File: src/edmt_pkg.sv
// ----------------------------------------------------------------------------
// edmt_pkg: shared types and constants for the egg drop minimum trials block
// Field widths of the request and response streams, parameter defaults and
// the control struct between the sequencer and the compare unit.
// ----------------------------------------------------------------------------
package edmt_pkg;

   localparam int DEF_MAX_EGGS   = 16;
   localparam int DEF_MAX_FLOORS = 256;

   localparam int EGG_W       = 5;
   localparam int FLOOR_W     = 9;
   localparam int DROP_W      = 9;
   localparam int REQ_TDATA_W = 16;
   localparam int RSP_TDATA_W = 16;

   // control of the shared compare unit
   typedef struct packed {
      logic clear;   // start a new minimum search
      logic load;    // fold one table pair into the running minimum
   } acc_ctrl_type;

endpackage

File: src/edmt_minmax.sv
// ----------------------------------------------------------------------------
// edmt_minmax: shared compare unit
// Takes one pair of table entries a cycle while load is set, forms one plus
// the larger of the two and keeps the running minimum over all first drop floors.
// ----------------------------------------------------------------------------
module edmt_minmax
   import edmt_pkg::*;
(
   input  logic              clock,
   input  acc_ctrl_type      ctrl,
   input  logic [DROP_W-1:0] broke,
   input  logic [DROP_W-1:0] held,
   output logic [DROP_W-1:0] best
);

   logic [DROP_W-1:0] best_ff;
   logic [DROP_W-1:0] best_in;
   logic [DROP_W-1:0] worst;

   // entries stay below the floor count, so the increment cannot wrap
   assign worst = ((broke > held) ? broke : held) + DROP_W'(1);

   always_comb begin
      priority if (ctrl.clear) begin
         best_in = '1;
      end else if (ctrl.load && (worst < best_ff)) begin
         best_in = worst;
      end else begin
         best_in = best_ff;
      end
   end

   always_ff @(posedge clock) begin
      best_ff <= best_in;
   end

   assign best = best_ff;

endmodule

File: config.mk
export PLATFORM = sky130hd
export DESIGN_NAME = edmt_minmax
export DESIGN_NICKNAME = d
export VERILOG_FILES = /design/src/edmt_pkg.sv /design/src/edmt_minmax.sv
export SDC_FILE = /design/constraint.sdc
export NUM_CORES = 1
export LEC_CHECK = 0
export BUFFER_PORTS_ARGS = -buffer_cell sky130_fd_sc_hd__buf_2
export CORE_MARGIN = 5
export CORE_UTILIZATION = 58
export CTS_BUF_LIST = sky130_fd_sc_hd__clkbuf_4 sky130_fd_sc_hd__clkbuf_8
export DETAILED_ROUTE_END_ITERATION = 7
export MAX_ROUTING_LAYER = met4
export PLACE_DENSITY = 0.88
export SYNTH_ARGS = -nofsm -noshare
export SYNTH_HDL_FRONTEND = slang
export SYNTH_SLANG_ARGS = --single-unit
File: constraint.sdc
create_clock -name clock -period 7.91 [get_ports clock]
set_input_delay 1.9775 -clock clock [delete_from_list [all_inputs] [get_ports clock]]
set_output_delay 1.9775 -clock clock [all_outputs]
set_load 0.005 [all_outputs]
Yosys cells after proc, flatten, opt, wreduce, memory -nomap -nowiden:

Cells that the tools add are included.
Widths: inputs -> output; s select.

* register bits: 9
* latch bits: 0
* output and inout bits: 9
* logic and storage cells: 6
* bits of input ports: 21
* memories: 0
* bits in writable memories: 0
* bits in read-only memories: 0

* reduce and logical (&&, ||, !) cells: 1
* bitwise operators: 0
* mux-type cells: 1
* $add $sub $neg: 1
* magnitude comparators: 2
* multiply operators: 0
* divide/modulo/power cells: 0
* eq/ne operators: 0
* shift operators: 0

Operators by type and width (count)
* $add 9x1->9 const B: 1
* $gt 9x9->1: 1
* $lt 9x9->1: 1
* $mux 9: 1
* $logic_and 1x1->1: 1

Longest topological paths before layout:

Gate-level depths: netlist of the first run.

* depth after elaboration: 5
* depth in mapped cells: 22
* depth with buffers taken out: 20

Worst setup path after synthesis of the first run:

No wires, ideal clock.

* path kind: input to register
* start: input held[7]
* end: register best_ff[0] (netlist: best[0])
* library setup time: 0.117 ns
* required time: 7.793 ns
* arrival: 5.882 ns
* stages on the path: 20
* path slack: 1.911 ns
* cells stage by stage: inv_1 > ha_1 > nand4_2 > or3_4 > o21a_2 > buf_2 > mux2_2 > ha_1 > nand3_1 > nor4_1 > mux2i_1 > xor2_1 > mux2i_1 > ha_1 > nand4_1 > a211o_1 > o211a_4 > or2_0 > buf_2 > o22a_1

* cells in the longest elaborated chain, start to end: 5

Ends and longest elaborated chain
* start: declaration: line edmt_minmax.sv:12 `input logic [DROP_W-1:0] held,`
* $gt 9x9->1: line edmt_minmax.sv:21 `assign worst = ((broke > held) ? broke : held) + DROP_W'(1);`
* $mux 9 *: line edmt_minmax.sv:21
* $add 9x1->9 *: line edmt_minmax.sv:21
* net worst[8]: line edmt_minmax.sv:18 `logic [DROP_W-1:0] worst;`
* $lt 9x9->1 *: line edmt_minmax.sv:26 `end else if (ctrl.load && (worst < best_ff)) begin`
* $logic_and 1x1->1 *: line edmt_minmax.sv:26
* end signal: assignment: line edmt_minmax.sv:34 `best_ff <= best_in;`
* end: declaration: line edmt_minmax.sv:16 `logic [DROP_W-1:0] best_ff;`

The timed path passes the listed nets; every way through them passes the cells marked *.
A chain may end at the register's enable or synchronous reset.

Worst setup path in the final report of the first run:

* start: input held[7]
* end: register best_ff[2] (netlist: best[2])

Same word-level chain as after synthesis.

==> metrics.cfg, run 1 <==
[cells_and_area]
final_nets=205
insertedDiodeCount=0
fin_area_mm2=0.00128
area_growth_pct=18.2
largest_reg_flops=9
drive_gt1_share_pct=23.0

[timing]
timing.fmax_ghz=0.154
grt_setup_unrepaired=no
fin_crit_sh_pct=81.9
worstMarginPinSlew_ps=482
hold_violations=0
maxSlewViolCount=0
finalSetupViolations=0
relSlewSlack_pct=67.6
clock_skew_ps=2.43
fin_crit_ps=6480
fin_setup_tns_ps=0

[logic_synthesis]
synth_ff_type=dfxtp_1
synthTopCellsByArea=ha_1, dfxtp_1, xnor2_1, inv_1, o22a_1
synth_area_mm2=0.00108
synth_commonest_cells=inv_1, ha_1, nor2_1, xnor2_1
ys_seq_elements=9
synth_edf_count=0
syn-num-nets=173
ys_types=30
yosys.area.top_type=ha_1
yosysSeqAreaShare_pct=16.7
ys.warnings.count=0
synthCells=134
synth_area_per_cell_um2=8.06
yosysMostFrequentCell=inv_1
ys_async_sr_fraction_pct=0
netlist.area_leader.share_pct=20.9

[placement]
dp_hpwl_um=2260
post_dp_cell_area_mm2=0.00125
port_buffers=29
routabilityCongestion=0.890

[clock_network]
cts_root_buf=clkbuf_4
cts_hold_buffers=0
clk-insertion-delay-late_ps=260
cts.sinks=9
cts_buffers=3
clock_path_buffers=2
cts_setup_buffers=0
cts.clk_slew.worst_paths_ps=60
ctsHtreeMaxLevel=1
cts_tree=built
cts_resized=0

[die]
start_util_pct=61.9
row_count=15
coreArea_mm2=0.00175
ios=30
die_y_um=53.1
die-width_um=53.1
fp.dieArea_mm2=0.00282

[grt]
grt_max_degree=13
grt_antenna_before_repair=0
grt_first_pass_wirelength_um=4330
overflow=0
first_global_vias=1068
grtUsageTotal_pct=21.6

[route]
finalWirelength_um=2580
viasPerCell=5.67
antenna_left=0
vias=1077
drt-initial-drc-count=24
wl_per_cell_um=13.6
dr.pass1.iters=4
drc=0

[critical_path]
crit_path_max_fanout=12
arrival_ps=6680
path_cells=buf_2, inv_1, ha_1, nand4_2, a211oi_1, o21a_2, mux2i_1, inv_1, ha_1, nand3_1, nor4_1, mux2i_1, xor2_1, mux2i_1, ha_1, nand4_1, inv_1, a221oi_1, o211a_4, or2_0, o22a_1
slowest_stage=nor4_1
worst_setup_path_start_kind=primary input
cp_data_required_time_ps=8110
cpPeakStageDelay_ps=460
criticalPathCategory=in2reg
reg2regPathDepth=8
end_kind=register

[power_and_ir_drop]
irDropWorstVdd_v=0.000118
leakage_nw=0.669
p_per_area_mw_per_mm2=141

[min_path]
worstHoldPathCells=1
hold_path_class=reg2reg

[status]
run_status=finished, final reports clean

[job]
max-cap-violations=0

## final cells by class
cell class	instances	area, µm²
timing repair buffer	29	145
multi-input combinational	102	811
clock buffer	4	30.0
tap	25	31.3
sequential	9	180
inverter	21	78.8
fill	131	469
## final timing paths
check	from	endpoint	slack, ps
hold reg to reg	best[6]$_SDFFE_PP1P_	best[6]$_SDFFE_PP1P_	510
setup reg to reg	best[6]$_SDFFE_PP1P_	best[2]$_SDFFE_PP1P_	5680
hold / removal	best[6]$_SDFFE_PP1P_	best[6]$_SDFFE_PP1P_	510
setup / recovery	held[7]	best[2]$_SDFFE_PP1P_	1430
## critical path, delay by kind of cell
family	cells	cell delay (ps)
buffers and inverters	4	270
AOI/OAI and AO/OA	5	1600
and+or+nand+nor	5	1250
muxes	3	560
xor gates and xnor gates	1	170
adders and majority gates	3	830
## cells in the final DEF, fill, tap and decap left out, drive strengths merged, types with 5 or more instances in the layout
master  netlist  layout
nand3         6       6
ha           18      18
o22a          7       7
nand4         5       5
xnor2        11      11
mux2i         6       6
a21oi         9       9
inv          21      21
dfxtp         9       9
nand2         5       5
nor2         11      11
buf           2      29
## power by group
group	total, mW	internal [mW]	switching (mW)
Combinational	0.0858	0.0392	0.0466
Clock	0.0388	0.0229	0.0159
Sequential	0.0556	0.0517	0.00393
## per-layer routing
| layer | vias up | global-route usage (%) | wire (µm) | part of all wire [%] |
|---|---|---|---|---|
| met4 | 0 | 6.38 | 63 | 2.4 |
| li1 | 539 | - | - | - |
| met1 | 488 | 23.4 | 1070 | 41 |
| met3 | 9 | 6.76 | 167 | 6.5 |
| met2 | 41 | 37.6 | 1280 | 50 |
| met5 | - | - | 0 | 0 |
## cell families (layout without fill, tap and decap cells)
logic type | Yosys count | in the layout | share of synthesized area [%]
simple gates | 35 | 35 | 16.8
compound gates | 29 | 29 | 20.3
buf+inv | 23 | 54 | 8.23
fa+ha+maj | 18 | 18 | 20.9
xor+xnor | 13 | 13 | 10.5
flops | 9 | 9 | 16.7
mux | 7 | 7 | 6.61
## through the flow
| step | hold slack (ps) | power [mW] | setup WS [ps] | util, % | std cells |
|---|---|---|---|---|---|
| floorplan | 504 | 0.114 | 1910 | - | 134 |
| global placement | 482 | 0.136 | 1450 | 71.4 | 186 |
| detailed placement | 495 | 0.142 | 1220 | 71.4 | 186 |
| CTS | 510 | 0.181 | 1480 | 73.1 | 190 |
| global route | 530 | 0.197 | 1130 | 73.1 | 190 |
| finish | 506 | 0.180 | 1430 | 73.1 | 190 |
No activity file was read; power rests on OpenSTA's default activity.
==> run 2: changes to the inputs <==
Settings changed: ABC_AREA from default to 1, CORE_UTILIZATION 58 to 50, PLACE_DENSITY 0.88 to 0.8.
Clock period 7.91 ns to 5.5 ns, I/O delays scaled along.
==> run 2 against run 1 <==
Global-route usage shrank 6.6 points. Sequential power rose by 48%. Core utilization down 12 points. Worst hold slack got worse by 11 ps. Die area grew 23%. Sequential cell count unchanged. Clock power grew 45%. Sequential share of layout area is 1.0 points lower. Worst setup slack worse by 420 ps. Total power is 58% higher. Critical path type unchanged. Largest cell class unchanged. Highest routed layer is now met3.
==> metrics.cfg, run 2 <==
[timing]
finalSetupViolations=0  ; unchanged
fin_setup_tns_ps=0  ; unchanged
clock_skew_ps=0.147  ; -2.28 ps
relSlewSlack_pct=80.8  ; +13 points
worstMarginPinSlew_ps=288  ; -195 ps
maxSlewViolCount=0  ; unchanged
fin_crit_ps=4490
hold_violations=0  ; unchanged
grt_setup_unrepaired=no
fin_crit_sh_pct=81.6
timing.fmax_ghz=0.223

[power_and_ir_drop]
leakage_nw=0.813  ; +21%
p_per_area_mw_per_mm2=206  ; +46%
irDropWorstVdd_v=0.000202  ; +72%
p_total_uw=284  ; +58%

[critical_path]
cp_data_required_time_ps=5650  ; -2460 ps
crit_path_max_fanout=12  ; unchanged
end_kind=register
criticalPathCategory=in2reg
arrival_ps=4640  ; -2040 ps
reg2regPathDepth=11  ; +3
reg2reg_from=best[4]$_SDFFE_PP1P_
worst_setup_path_start_kind=primary input
cp-startpoint=broke[8]

[die]
fp.dieArea_mm2=0.00346  ; +23%
ios=30  ; unchanged
die-width_um=58.9  ; +11%
die_y_um=58.9  ; +11%
coreArea_mm2=0.00225  ; +29%
row_count=17  ; +2
start_util_pct=52.9  ; -8.9 points

[cells_and_area]
insertedDiodeCount=0  ; unchanged
drive_gt1_share_pct=26.4  ; +3.4 points
largest_reg_flops=9  ; unchanged
final_common_cell=nand2_1
final_nets=252  ; +23%
final_cell_mix=nand2_1, inv_1, buf_2, ha_1, nand3_1
area_growth_pct=15.4

[route]
drt-initial-drc-count=48  ; +100%
antenna_left=0  ; unchanged
vias=1184  ; +9.9%
wl_per_cell_um=9.85  ; -28%
finalWirelength_um=2360  ; -8.4%
dr.pass1.iters=4  ; unchanged
drc=0  ; unchanged
viasPerCell=4.93  ; -13%

[logic_synthesis]
yosysSeqAreaShare_pct=15.1  ; -1.6 points
synth_edf_count=0  ; unchanged
ys.warnings.count=0  ; unchanged
synth_area_per_cell_um2=6.56  ; -19%
syn-num-nets=221  ; +28%
synth-xor-area-share_pct=0.734  ; -9.8 points
synth_compound_area_share_pct=8.81  ; -11 points
synth_area_mm2=0.00119  ; +11%
netlist.area_leader.share_pct=18.9  ; -2.0 points
synthTopCellsByArea=ha_1, nand2_1, dfxtp_1, inv_1, nand3_1
synth_top_family_by_area=simple AND/OR/NAND/NOR gates
yosys.area.top_type=ha_1
synth_commonest_cells=nand2_1, inv_1, ha_1
synth_adder_area_share_pct=18.9  ; -2.0 points
synth_ff_type=dfxtp_1
synthCells=182  ; +36%
ys_async_sr_fraction_pct=0  ; unchanged
synthMuxAreaShare_pct=0  ; -6.6 points
yosysMostFrequentCell=nand2_1
synthSimpleGateAreaFrac_pct=43.9  ; +27 points
ys_seq_elements=9  ; unchanged
ys_types=25  ; -17%

[clock_network]
cts_buffers=3  ; unchanged
cts_tree=built
cts_root_buf=clkbuf_4
cts.sinks=9  ; unchanged
cts.clk_slew.worst_paths_ps=60  ; about the same
cts_hold_buffers=0  ; unchanged
ctsHtreeMaxLevel=1  ; unchanged
clk-insertion-delay-late_ps=260  ; about the same
cts_resized=0  ; unchanged
clock_path_buffers=2  ; unchanged
cts_setup_buffers=0  ; unchanged

[placement]
routabilityCongestion=0.859  ; -3.5%
dp_hpwl_um=2050  ; -9.0%
port_buffers=29  ; unchanged

[job]
max-cap-violations=0  ; unchanged

[min_path]
worstHoldPathCells=2  ; +1
hold_path_class=reg2reg
hold_start=best[2]$_SDFFE_PP1P_

[grt]
overflow=0  ; unchanged
grt_max_degree=13  ; unchanged
grt_antenna_before_repair=0  ; unchanged
grtUsageTotal_pct=14.9  ; -6.6 points
first_global_vias=1036  ; -3.0%
grt_first_pass_wirelength_um=4100  ; -5.3%

[status]
run_status=finished, final reports clean

## run 2: stage by stage
| step | utilization (%) | hold WS (ps) | setup slack [ps] | cell area, µm² | instances |
|---|---|---|---|---|---|
| 6_report | 61.1 | 495 | 1010 | 1380 | 240 |
| 5_1_grt | 61.1 | 523 | 674 | 1380 | 240 |
| 4_1_cts | 61.1 | 497 | 1040 | 1380 | 240 |
| 3_5_place_dp | 59.8 | 481 | 769 | 1350 | 236 |
| 3_3_place_gp | 59.8 | 478 | 871 | 1350 | 236 |
| 2_1_floorplan | - | 484 | 1420 | 1190 | 182 |
## run 2: path summary, 6_finish.rpt
kind / endpoint / slack (ps)
worst max register to register: best[1]$_SDFFE_PP1P_ / 3690
worst max-delay path: best[1]$_SDFFE_PP1P_ / 1010
worst min register to register: best[2]$_SDFFE_PP1P_ / 490
worst min-delay path: best[2]$_SDFFE_PP1P_ / 490
## run 2: critical path, cell delays in order
cell     delay (ps)
buf_2           100
ha_1            310
a21o_1          190
nor2_1          140
nand3_2         270
nand2_4         190
nand2_1          60
nand2_1         100
ha_1            180
nand2_2         100
nor2_4          140
nand3_1         110
nand2_1          90
inv_1            40
ha_1            280
nand2_1          60
inv_1            70
nand3_1          70
nor3_1          130
nand2_1          90
nand2_2         200
inv_1           170
nand2_1         100
nand3_1          60
## run 2: metal layers
metal  wire length (µm)  part of all wire [%]  track usage [%]
met1               1190                    50             20.0
met2               1070                    45             23.2
met3                100                   4.2             3.29
met4                  0                     0             2.59
met5                  0                     0                -
## run 2: cell type report
type | count | area, µm²
timing repair buffer | 29 | 145
clock buffer | 4 | 30.0
inverter | 33 | 124
sequential | 9 | 180
fill | 239 | 877
tap | 28 | 35.0
multi-input combinational | 137 | 863
## run 2: report_power, final
group	internal, mW	switching (mW)	total (mW)
Combinational	0.0571	0.0882	0.145
Clock	0.0329	0.0234	0.0563
Sequential	0.0756	0.00685	0.0824
## run 2: kinds of logic (layout without fill, tap and decap cells)
kind of cell,after synthesis,in the layout
AO/OA/AOI/OAI,19,19
buffers and inverters,36,66
flip-flops,9,9
XOR/XNOR,1,1
adder cells (fa/ha/maj),18,18
AND/OR/NAND/NOR,99,99
==> run 3: changes to the inputs <==
Settings changed: CORE_UTILIZATION 50 to 55, PLACE_DENSITY 0.8 to 0.83.
Clock period 5.5 ns to 4.7 ns, I/O delays scaled along.
==> run 3 against run 2 <==
Critical path depth did not move. Die area is 7.6% lower. Highest routed layer is now met4. First-iteration DRC count fell by 19%. Combinational power up 21%. Sequential power grew 18%. Sequential cell count is the same.
==> metrics.cfg, run 3 (synthesis gave the netlist of run 2 again) <==
[route]
vias=1215  ; +2.6%
drc=0  ; unchanged
dr_wl_met2_um=1240  ; +16%
m1WireLength_um=1170  ; -2.3%
met3WireLength_um=146  ; +46%
wl_per_cell_um=10.7  ; +8.3%
dr.pass1.iters=4  ; unchanged
viasPerCell=5.06  ; +2.6%
routed.top_layer=met4
finalWirelength_um=2560  ; +8.3%
antenna_left=0  ; unchanged
drt-initial-drc-count=39  ; -19%

[grt]
grt_first_pass_wirelength_um=4530  ; +10%
first_global_vias=1125  ; +8.6%
grtUsageTotal_pct=17.4  ; +2.4 points
overflow=0  ; unchanged
grt_antenna_before_repair=0  ; unchanged
grt_max_degree=13  ; unchanged

[timing]
fin_crit_sh_pct=91.8
fin_setup_tns_ps=0  ; unchanged
maxSlewViolCount=0  ; unchanged
relSlewSlack_pct=84.0  ; +3.2 points
timing.fmax_ghz=0.232
grt_setup_unrepaired=no
clock_skew_ps=0.383  ; +0.235 ps
finalSetupViolations=0  ; unchanged
fin_ws_ps=387  ; -626 ps
worstMarginPinSlew_ps=239  ; -49.0 ps
hold_violations=0  ; unchanged
fin_crit_ps=4310

[clock_network]
cts_resized=0  ; unchanged
clock_path_buffers=2  ; unchanged
cts_buffers=3  ; unchanged
cts_hold_buffers=0  ; unchanged
cts.sinks=9  ; unchanged
cts_tree=built
clk-insertion-delay-late_ps=260  ; about the same
cts.clk_slew.worst_paths_ps=60  ; about the same
ctsHtreeMaxLevel=1  ; unchanged
cts_root_buf=clkbuf_4
cts_setup_buffers=0  ; unchanged

[cells_and_area]
final_core_util_pct=68.4  ; +7.3 points
final_nets=253  ; +0.40%
area_growth_pct=15.9
drive_gt1_share_pct=26.8  ; +0.35 points
largest_reg_flops=9  ; unchanged
final_common_cell=nand2_1
fin_area_mm2=0.00138  ; +0.45%
final_cell_mix=nand2_1, inv_1, buf_2, ha_1, nand3_1
insertedDiodeCount=0  ; unchanged

[die]
die-width_um=56.6  ; -3.9%
fp.dieArea_mm2=0.00320  ; -7.6%
row_count=16  ; -1
coreArea_mm2=0.00202  ; -10%
ios=30  ; unchanged
start_util_pct=59.0  ; +6.1 points
die_y_um=56.6  ; -3.9%

[critical_path]
end_kind=register
cp_data_required_time_ps=4850  ; -800 ps
arrival_ps=4460  ; -180 ps
crit_path_max_fanout=12  ; unchanged
worst_setup_path_start_kind=primary input
criticalPathCategory=in2reg

[placement]
post_dp_cell_area_mm2=0.00135  ; +0.46%
routabilityCongestion=0.855  ; -0.40%
port_buffers=29  ; unchanged
preCtsSetupSlack_ps=154  ; -615 ps
dp_hpwl_um=2220  ; +8.0%

[job]
max-cap-violations=0  ; unchanged

[power_and_ir_drop]
irDropWorstVdd_v=0.000296  ; +46%
leakage_nw=0.818  ; +0.60%
p_per_area_mw_per_mm2=243  ; +18%
p_total_uw=337  ; +19%

[min_path]
hold_path_class=reg2reg

[status]
run_status=finished, final reports clean

-- run 3: critical path, stage by stage --
cell and delay [ps]:
buf_2 110, ha_1 320, a21o_1 190, nor2_1 170, nand3_2 210, nand2_4 170
nand2_1 60, nand2_1 110, ha_1 200, nand2_2 110, nor2_4 150, nand3_1 110
nand2_1 90, inv_1 40, ha_1 280, nand2_1 60, inv_1 70, nand3_1 70
nor3_1 140, nand2_1 90, nand2_2 200, inv_1 170, nand3_1 130, nand2_1 60
-- run 3: final cells by class --
type | count | area, µm²
Clock buffer | 4 | 30.0
Fill cell | 182 | 638
Inverter | 33 | 124
Multi-Input combinational cell | 137 | 863
Sequential cell | 9 | 180
Tap cell | 27 | 33.8
Timing Repair Buffer | 30 | 153
-- run 3: worst paths after layout --
kind / from / to / slack (ps) / depth (start not counted)
setup / recovery: broke[8] / best[6]$_SDFFE_PP1P_ / 390 / 24
hold / removal: best[3]$_SDFFE_PP1P_ / best[3]$_SDFFE_PP1P_ / 490 / 2
setup reg to reg: best[4]$_SDFFE_PP1P_ / best[6]$_SDFFE_PP1P_ / 2850 / 11
hold reg to reg: best[3]$_SDFFE_PP1P_ / best[3]$_SDFFE_PP1P_ / 490 / 2
-- run 3: metal layers --
layer | GRT usage, % | vias to the layer above
met1 | 21.5 | 545
met3 | 4.59 | 2
met2 | 29.0 | 27
met5 | - | -
met4 | 2.03 | 0
li1 | - | 641
-- run 3: metrics by stage --
step,hold slack (ps),std cells
global placement,471,236
detailed placement,482,236
finish,495,240
floorplan,484,182
global route,523,240
CTS,498,240
-- run 3: power breakdown --
group	leakage (nW)	total [mW]	switching, mW	internal [mW]
clock network	0.0184	0.0650	0.0266	0.0385
registers	0.0750	0.0970	0.00855	0.0884
logic	0.725	0.175	0.106	0.0686
total	0.818	0.337	0.141	0.196
